`src/rtl/core/hsigrb_pkg.sv`:
```
// Package: constants, sector codes and hue helpers for the HSI to GRB converter.
`timescale 1ns / 1ps

package hsigrb_pkg;

   localparam logic [8:0]  HueFull  = 9'd360;
   localparam logic [6:0]  PctMax   = 7'd100;
   localparam logic [13:0] PctSq    = 14'd10000;

   // floor(5*rem/3) for rem < 60 as (rem * FracMul) >> 9
   localparam logic [15:0] FracMul   = 16'd855;
   // floor(x/100) for x < 2^14 as (x * PctRecip) >> 21
   localparam logic [28:0] PctRecip  = 29'd20972;
   // floor(x/10000) for x <= 10^6 as (x * PctSqRecip) >> 34
   localparam logic [40:0] PctSqRecip = 41'd1717987;
   // floor(x/100) for x <= 25500 as (x * ByteRecip) >> 22
   localparam logic [30:0] ByteRecip = 31'd41944;

   typedef enum logic [2:0] {
      SECTOR_RED     = 3'd0,
      SECTOR_YELLOW  = 3'd1,
      SECTOR_GREEN   = 3'd2,
      SECTOR_CYAN    = 3'd3,
      SECTOR_BLUE    = 3'd4,
      SECTOR_MAGENTA = 3'd5
   } sector_type;

   function automatic sector_type hue_sector(logic [8:0] hue);
      sector_type sec;
      priority if (hue >= 9'd300) sec = SECTOR_MAGENTA;
      else if (hue >= 9'd240)     sec = SECTOR_BLUE;
      else if (hue >= 9'd180)     sec = SECTOR_CYAN;
      else if (hue >= 9'd120)     sec = SECTOR_GREEN;
      else if (hue >= 9'd60)      sec = SECTOR_YELLOW;
      else                        sec = SECTOR_RED;
      return sec;
   endfunction

   function automatic logic [8:0] sector_base(sector_type sec);
      logic [8:0] base;
      unique case (sec)
         SECTOR_RED:     base = 9'd0;
         SECTOR_YELLOW:  base = 9'd60;
         SECTOR_GREEN:   base = 9'd120;
         SECTOR_CYAN:    base = 9'd180;
         SECTOR_BLUE:    base = 9'd240;
         SECTOR_MAGENTA: base = 9'd300;
         default:        base = 9'd0;
      endcase
      return base;
   endfunction

endpackage

```
`src/rtl/core/hsi_to_grb_color_converter.sv`:
```
// Throughput one request per cycle, except while rsp_stall holds a waiting result.
// Seven register stages: sector split, fraction and P product, Q/T numerators,
// Q/T products, divide by 10000, channel select and *255, divide by 100.
// The whole pipeline holds while a result waits under rsp_stall.
// Reset (synchronous, active high) clears the stage valid bits only.
`timescale 1ns / 1ps

module hsi_to_grb_color_converter (
   input  logic        clock,
   input  logic        reset,
   input  logic        req_valid,
   output logic        req_stall,
   input  logic [8:0]  req_hue,
   input  logic [6:0]  req_saturation,
   input  logic [6:0]  req_intensity,
   output logic        rsp_valid,
   input  logic        rsp_stall,
   output logic        rsp_in_range,
   output logic [7:0]  rsp_red,
   output logic [7:0]  rsp_green,
   output logic [7:0]  rsp_blue,
   output logic [23:0] rsp_grb_word
);
   import hsigrb_pkg::*;

   logic advance;

   // stage valid bits, index 1..6 internal, rsp is stage 7
   logic [6:1] vld_ff, vld_in;
   logic       rsp_valid_ff, rsp_valid_in;

   // stage 1
   logic [8:0] hue_wrap;
   logic [8:0] rem_full;
   logic       s1_ok_ff, s1_ok_in;
   sector_type s1_sec_ff, s1_sec_in;
   logic [5:0] s1_rem_ff, s1_rem_in;
   logic [6:0] s1_sat_ff, s1_sat_in;
   logic [6:0] s1_int_ff, s1_int_in;

   // stage 2
   logic [15:0] frac_prod;
   logic        s2_ok_ff, s2_ok_in;
   sector_type  s2_sec_ff, s2_sec_in;
   logic [6:0]  s2_frac_ff, s2_frac_in;
   logic [13:0] s2_pnum_ff, s2_pnum_in;
   logic [6:0]  s2_sat_ff, s2_sat_in;
   logic [6:0]  s2_int_ff, s2_int_in;

   // stage 3
   logic [13:0] fs_prod, sf_prod;
   logic [28:0] p_prod;
   logic        s3_ok_ff, s3_ok_in;
   sector_type  s3_sec_ff, s3_sec_in;
   logic [13:0] s3_qn_ff, s3_qn_in;
   logic [13:0] s3_tn_ff, s3_tn_in;
   logic [6:0]  s3_p_ff, s3_p_in;
   logic [6:0]  s3_int_ff, s3_int_in;

   // stage 4
   logic [20:0] qprod_full, tprod_full;
   logic        s4_ok_ff, s4_ok_in;
   sector_type  s4_sec_ff, s4_sec_in;
   logic [19:0] s4_qprod_ff, s4_qprod_in;
   logic [19:0] s4_tprod_ff, s4_tprod_in;
   logic [6:0]  s4_p_ff, s4_p_in;
   logic [6:0]  s4_int_ff, s4_int_in;

   // stage 5
   logic [40:0] q_div, t_div;
   logic        s5_ok_ff, s5_ok_in;
   sector_type  s5_sec_ff, s5_sec_in;
   logic [6:0]  s5_q_ff, s5_q_in;
   logic [6:0]  s5_t_ff, s5_t_in;
   logic [6:0]  s5_p_ff, s5_p_in;
   logic [6:0]  s5_int_ff, s5_int_in;

   // stage 6
   logic [6:0]  red_pct, green_pct, blue_pct;
   logic        s6_ok_ff, s6_ok_in;
   logic [14:0] s6_red_ff, s6_red_in;
   logic [14:0] s6_green_ff, s6_green_in;
   logic [14:0] s6_blue_ff, s6_blue_in;

   // stage 7 / output
   logic [30:0] red_div, green_div, blue_div;
   logic        rsp_ok_ff, rsp_ok_in;
   logic [7:0]  rsp_red_ff, rsp_red_in;
   logic [7:0]  rsp_green_ff, rsp_green_in;
   logic [7:0]  rsp_blue_ff, rsp_blue_in;

   assign advance   = !(rsp_valid_ff && rsp_stall);
   assign req_stall = !advance;

   always_comb begin
      vld_in       = {vld_ff[5:1], req_valid};
      rsp_valid_in = vld_ff[6];
   end

   // stage 1: range check, hue 360 folds to 0, sector and remainder in degrees
   always_comb begin
      hue_wrap  = (req_hue == HueFull) ? 9'd0 : req_hue;
      s1_ok_in  = (req_hue <= HueFull) && (req_saturation <= PctMax)
                  && (req_intensity <= PctMax);
      s1_sec_in = hue_sector(hue_wrap);
      rem_full  = hue_wrap - sector_base(s1_sec_in);
      s1_rem_in = rem_full[5:0];
      s1_sat_in = req_saturation;
      s1_int_in = req_intensity;
   end

   // stage 2: fraction 0..98 and P numerator
   always_comb begin
      frac_prod  = 16'(s1_rem_ff) * FracMul;
      s2_frac_in = frac_prod[15:9];
      s2_pnum_in = 14'(s1_int_ff) * 14'(PctMax - s1_sat_ff);
      s2_ok_in   = s1_ok_ff;
      s2_sec_in  = s1_sec_ff;
      s2_sat_in  = s1_sat_ff;
      s2_int_in  = s1_int_ff;
   end

   // stage 3: Q and T numerators, P = pnum / 100
   always_comb begin
      fs_prod   = 14'(s2_frac_ff) * 14'(s2_sat_ff);
      sf_prod   = 14'(s2_sat_ff) * 14'(PctMax - s2_frac_ff);
      s3_qn_in  = PctSq - fs_prod;
      s3_tn_in  = PctSq - sf_prod;
      p_prod    = 29'(s2_pnum_ff) * PctRecip;
      s3_p_in   = p_prod[27:21];
      s3_ok_in  = s2_ok_ff;
      s3_sec_in = s2_sec_ff;
      s3_int_in = s2_int_ff;
   end

   // stage 4: scale numerators by intensity
   always_comb begin
      qprod_full  = 21'(s3_int_ff) * 21'(s3_qn_ff);
      tprod_full  = 21'(s3_int_ff) * 21'(s3_tn_ff);
      s4_qprod_in = qprod_full[19:0];
      s4_tprod_in = tprod_full[19:0];
      s4_ok_in    = s3_ok_ff;
      s4_sec_in   = s3_sec_ff;
      s4_p_in     = s3_p_ff;
      s4_int_in   = s3_int_ff;
   end

   // stage 5: divide by 10000
   always_comb begin
      q_div     = 41'(s4_qprod_ff) * PctSqRecip;
      t_div     = 41'(s4_tprod_ff) * PctSqRecip;
      s5_q_in   = q_div[40:34];
      s5_t_in   = t_div[40:34];
      s5_ok_in  = s4_ok_ff;
      s5_sec_in = s4_sec_ff;
      s5_p_in   = s4_p_ff;
      s5_int_in = s4_int_ff;
   end

   // stage 6: pick channels per sector, times 255
   always_comb begin
      unique case (s5_sec_ff)
         SECTOR_RED: begin
            red_pct = s5_int_ff; green_pct = s5_t_ff;   blue_pct = s5_p_ff;
         end
         SECTOR_YELLOW: begin
            red_pct = s5_q_ff;   green_pct = s5_int_ff; blue_pct = s5_p_ff;
         end
         SECTOR_GREEN: begin
            red_pct = s5_p_ff;   green_pct = s5_int_ff; blue_pct = s5_t_ff;
         end
         SECTOR_CYAN: begin
            red_pct = s5_p_ff;   green_pct = s5_q_ff;   blue_pct = s5_int_ff;
         end
         SECTOR_BLUE: begin
            red_pct = s5_t_ff;   green_pct = s5_p_ff;   blue_pct = s5_int_ff;
         end
         default: begin
            red_pct = s5_int_ff; green_pct = s5_p_ff;   blue_pct = s5_q_ff;
         end
      endcase
      s6_red_in   = {red_pct, 8'd0} - 15'(red_pct);
      s6_green_in = {green_pct, 8'd0} - 15'(green_pct);
      s6_blue_in  = {blue_pct, 8'd0} - 15'(blue_pct);
      s6_ok_in    = s5_ok_ff;
   end

   // stage 7: divide by 100, zero colors when out of range
   always_comb begin
      red_div      = 31'(s6_red_ff) * ByteRecip;
      green_div    = 31'(s6_green_ff) * ByteRecip;
      blue_div     = 31'(s6_blue_ff) * ByteRecip;
      rsp_ok_in    = s6_ok_ff;
      rsp_red_in   = s6_ok_ff ? red_div[29:22] : 8'd0;
      rsp_green_in = s6_ok_ff ? green_div[29:22] : 8'd0;
      rsp_blue_in  = s6_ok_ff ? blue_div[29:22] : 8'd0;
   end

   always_ff @(posedge clock) begin
      if (reset) begin
         vld_ff       <= '0;
         rsp_valid_ff <= 1'b0;
      end else if (advance) begin
         vld_ff       <= vld_in;
         rsp_valid_ff <= rsp_valid_in;
      end
   end

   always_ff @(posedge clock) begin
      if (advance) begin
         s1_ok_ff     <= s1_ok_in;
         s1_sec_ff    <= s1_sec_in;
         s1_rem_ff    <= s1_rem_in;
         s1_sat_ff    <= s1_sat_in;
         s1_int_ff    <= s1_int_in;

         s2_ok_ff     <= s2_ok_in;
         s2_sec_ff    <= s2_sec_in;
         s2_frac_ff   <= s2_frac_in;
         s2_pnum_ff   <= s2_pnum_in;
         s2_sat_ff    <= s2_sat_in;
         s2_int_ff    <= s2_int_in;

         s3_ok_ff     <= s3_ok_in;
         s3_sec_ff    <= s3_sec_in;
         s3_qn_ff     <= s3_qn_in;
         s3_tn_ff     <= s3_tn_in;
         s3_p_ff      <= s3_p_in;
         s3_int_ff    <= s3_int_in;

         s4_ok_ff     <= s4_ok_in;
         s4_sec_ff    <= s4_sec_in;
         s4_qprod_ff  <= s4_qprod_in;
         s4_tprod_ff  <= s4_tprod_in;
         s4_p_ff      <= s4_p_in;
         s4_int_ff    <= s4_int_in;

         s5_ok_ff     <= s5_ok_in;
         s5_sec_ff    <= s5_sec_in;
         s5_q_ff      <= s5_q_in;
         s5_t_ff      <= s5_t_in;
         s5_p_ff      <= s5_p_in;
         s5_int_ff    <= s5_int_in;

         s6_ok_ff     <= s6_ok_in;
         s6_red_ff    <= s6_red_in;
         s6_green_ff  <= s6_green_in;
         s6_blue_ff   <= s6_blue_in;

         rsp_ok_ff    <= rsp_ok_in;
         rsp_red_ff   <= rsp_red_in;
         rsp_green_ff <= rsp_green_in;
         rsp_blue_ff  <= rsp_blue_in;
      end
   end

   assign rsp_valid    = rsp_valid_ff;
   assign rsp_in_range = rsp_ok_ff;
   assign rsp_red      = rsp_red_ff;
   assign rsp_green    = rsp_green_ff;
   assign rsp_blue     = rsp_blue_ff;
   assign rsp_grb_word = {rsp_green_ff, rsp_red_ff, rsp_blue_ff};

endmodule

```
`config.mk`:
```
export PLATFORM = sky130hd
export DESIGN_NAME = hsi_to_grb_color_converter
export DESIGN_NICKNAME = d
export VERILOG_FILES = /design/src/rtl/core/hsigrb_pkg.sv /design/src/rtl/core/hsi_to_grb_color_converter.sv
export SDC_FILE = /design/constraint.sdc
export NUM_CORES = 2
export LEC_CHECK = 0
export BUFFER_PORTS_ARGS = -buffer_cell sky130_fd_sc_hd__clkbuf_2
export CAP_MARGIN = 20
export CORE_ASPECT_RATIO = 1.2
export CORE_MARGIN = 3
export CORE_UTILIZATION = 35
export DETAILED_ROUTE_END_ITERATION = 8
export SLEW_MARGIN = 30
export SYNTH_ARGS = -nofsm -noshare
export SYNTH_HDL_FRONTEND = slang
export SYNTH_SLANG_ARGS = --single-unit
```
`constraint.sdc`:
```
create_clock -name clock -period 31.1 [get_ports clock]
set_input_delay 4.665 -clock clock [delete_from_list [all_inputs] [get_ports clock]]
set_output_delay 4.665 -clock clock [all_outputs]
set_load 0.005 [all_outputs]
```
==> flow_summary.yaml <==
setup_path:
  cpPeakStageDelay_ps: 470
  cp-end-kind: "primary output"
  crit_slowest_cell: "nand2_4"
  cp_data_required_time_ps: 26440
  cp.buffers_inverters: 3
  path_class: "in2out"
  start_kind: "primary input"
  path_common_cell: "clkbuf_2"
  crit_family: "buffers and inverters"
  crit_arrival_ps: 5820
  reg2reg_from: "s4_qprod_ff[7]$_DFFE_PN_"
  crit_start: "rsp_stall"
  crit_path_max_fanout: 49
  cp_cell_sequence: "clkbuf_2, nand2_4, clkinv_1, clkbuf_2"
logic_synthesis:
  synth_cell_types: 70
  avgSynthCellArea_um2: 10.4
  async_reset_ff_share_pct: 0
  synth-main-ff-cell: "edfxtp_1"
  ys_seq_area_share_pct: 16.4
  synth_area_um2: 49900
  syn_inst: 4813
  synth-seq-cells: 275
  synth_edf_count: 268
  syn_nets: 6635
  yosys_warnings: 0
cells_and_area:
  fill_cells: 13900
  mostFrequentLayoutCell: "inv_1"
  drive_gt1_share_pct: 3.68
  area_growth_pct: 7.24
  finalNetCount: 6689
  antenna_cells: 0
  final_cell_area_um2: 53500
  layout_common_cells: "inv_1, ha_1, fa_1"
  final_util_pct: 37.8
cts:
  postCtsSetupRepairBufs: 0
  clock_sinks: 275
  cts.clk_slew.worst_paths_ps: 50
  root_buffer: "clkbuf_16"
  cts_hold_buf: 0
  cts_resized: 0
  clockBufferDepth: 3
  numCtsBuffers: 38
  htree_levels: 2
  tritoncts: "done"
  insertion_delay_ps: 610
routing:
  vias: 31100
  vias_per_cell: 4.61
  drt-total-wl_um: 96200
  firstDrtPassIters: 5
  drt-wirelength-per-cell_um: 14.3
  detail-route-antenna-nets: 0
  remaining_drc_errors: 0
  drt-initial-drc-count: 993
job:
  drv_cap: 0
floorplanning:
  core_um2: 141000
  rows: 151
  initial_core_util_pct: 35.3
  top_level_ports: 78
  die-area_um2: 147000
  die_h_um: 420
  fp.dieW_um: 351
timing:
  final_hold_viol_count: 0
  worst_pin_slew_ps: 914
  finalClockSkew_ps: 31.8
  fin_crit_ps: 10490
  rsz0062_at_grt: "false"
  slew_violations: 0
  fmax_ghz: 0.0954
  period_share_pct: 33.7
  slew_headroom_pct: 39.0
  final-setup-viol-count: 0
  setup_tns_ps: 0
placement:
  placed_cell_area_um2: 52300
  port_buffers: 77
  gp_congestion: 0.870
  dp_hpwl_um: 84200
global_route:
  grt_util_met2_pct: 25.3
  grt_max_degree: 83
  grtUsageMet3_pct: 1.38
  antenna_found_initial: 2
  track_usage_pct: 13.8
  grt_busiest_layer: "met2"
  grt_pass1_vias: 33900
  grt_pass1_wl_um: 166000
  gr-total-overflow: 0
  globalRouteMet1Util_pct: 17.1
hold_path:
  min_path_type: "reg2reg"
  min-delay-start: "s2_int_ff[4]$_DFFE_PN_"
run_status:
  status: "finished clean"
==> layout make-up <==
cell class	instances	area, um^2	area share [%]
inverter	1355	5090	9.51
sequential	275	8190	15.3
timing repair buffer	87	472	0.882
clock buffer	42	966	1.81
tap	1836	2300	4.29
clock inverter	28	250	0.468
multi-input combinational	3110	36200	67.7
==> stage by stage <==
stage / hold slack [ps] / setup WS [ps] / instances
detailed placement: 405 / 20570 / 6663
CTS: 411 / 20570 / 6733
floorplan: 400 / 14250 / 4813
global placement: 402 / 20600 / 6662
global route: 418 / 20450 / 6733
finish: 413 / 20610 / 6733
==> state kept, by name (all words and copies together) (netlist names), 8 cells and up <==
name / cells
s6_green_ff: 15
rsp_green: 8
s6_red_ff: 15
s3_tn_ff: 13
s2_pnum_ff: 14
s3_qn_ff: 14
s4_qprod_ff: 20
s4_tprod_ff: 19
s6_blue_ff: 15
rsp_blue: 8
rsp_red: 8
==> cells in the mapped netlist, types with 36 or more instances <==
| master | number | area (um^2) |
|---|---|---|
| a21oi_1 | 101 | 505 |
| nand2_1 | 272 | 1020 |
| nor2_1 | 110 | 413 |
| edfxtp_1 | 268 | 8050 |
| inv_1 | 1353 | 5080 |
| fa_1 | 791 | 15800 |
| and2_1 | 154 | 963 |
| xnor2_1 | 117 | 1020 |
| o21ai_0 | 90 | 450 |
| a21o_1 | 36 | 270 |
| ha_1 | 1004 | 12600 |
| clkbuf_1 | 40 | 150 |
==> metal layers <==
layer,up-vias,routed length (um)
met1,15400,41400
li1,15200,-
met3,119,2450
met2,342,49500
met4,0,2810
met5,-,0
==> cell families (layout without fill, tap and decap cells) <==
| kind of cell | after synthesis | count (layout) | synth area share, % |
|---|---|---|---|
| adders and majority gates | 1795 | 1795 | 56.9 |
| buffers and inverters | 1428 | 1512 | 11.0 |
| and+or+nand+nor | 754 | 754 | 7.50 |
| AOI/OAI and AO/OA | 382 | 382 | 4.95 |
| DFF | 275 | 275 | 16.4 |
| xor gates and xnor gates | 146 | 146 | 2.56 |
| muxes | 33 | 33 | 0.675 |
==> worst paths after layout <==
kind	cells after the start	to	slack (ps)
min reg2reg	0	s3_int_ff[4]$_DFFE_PN_	410
max reg2reg	22	s5_q_ff[6]$_DFFE_PN_	24630
min	0	s3_int_ff[4]$_DFFE_PN_	410
max	4	req_stall	20610
Power is left out: the tool's default activity adds up to more than one toggle a clock period on the data nets, which glitch-free logic cannot reach.
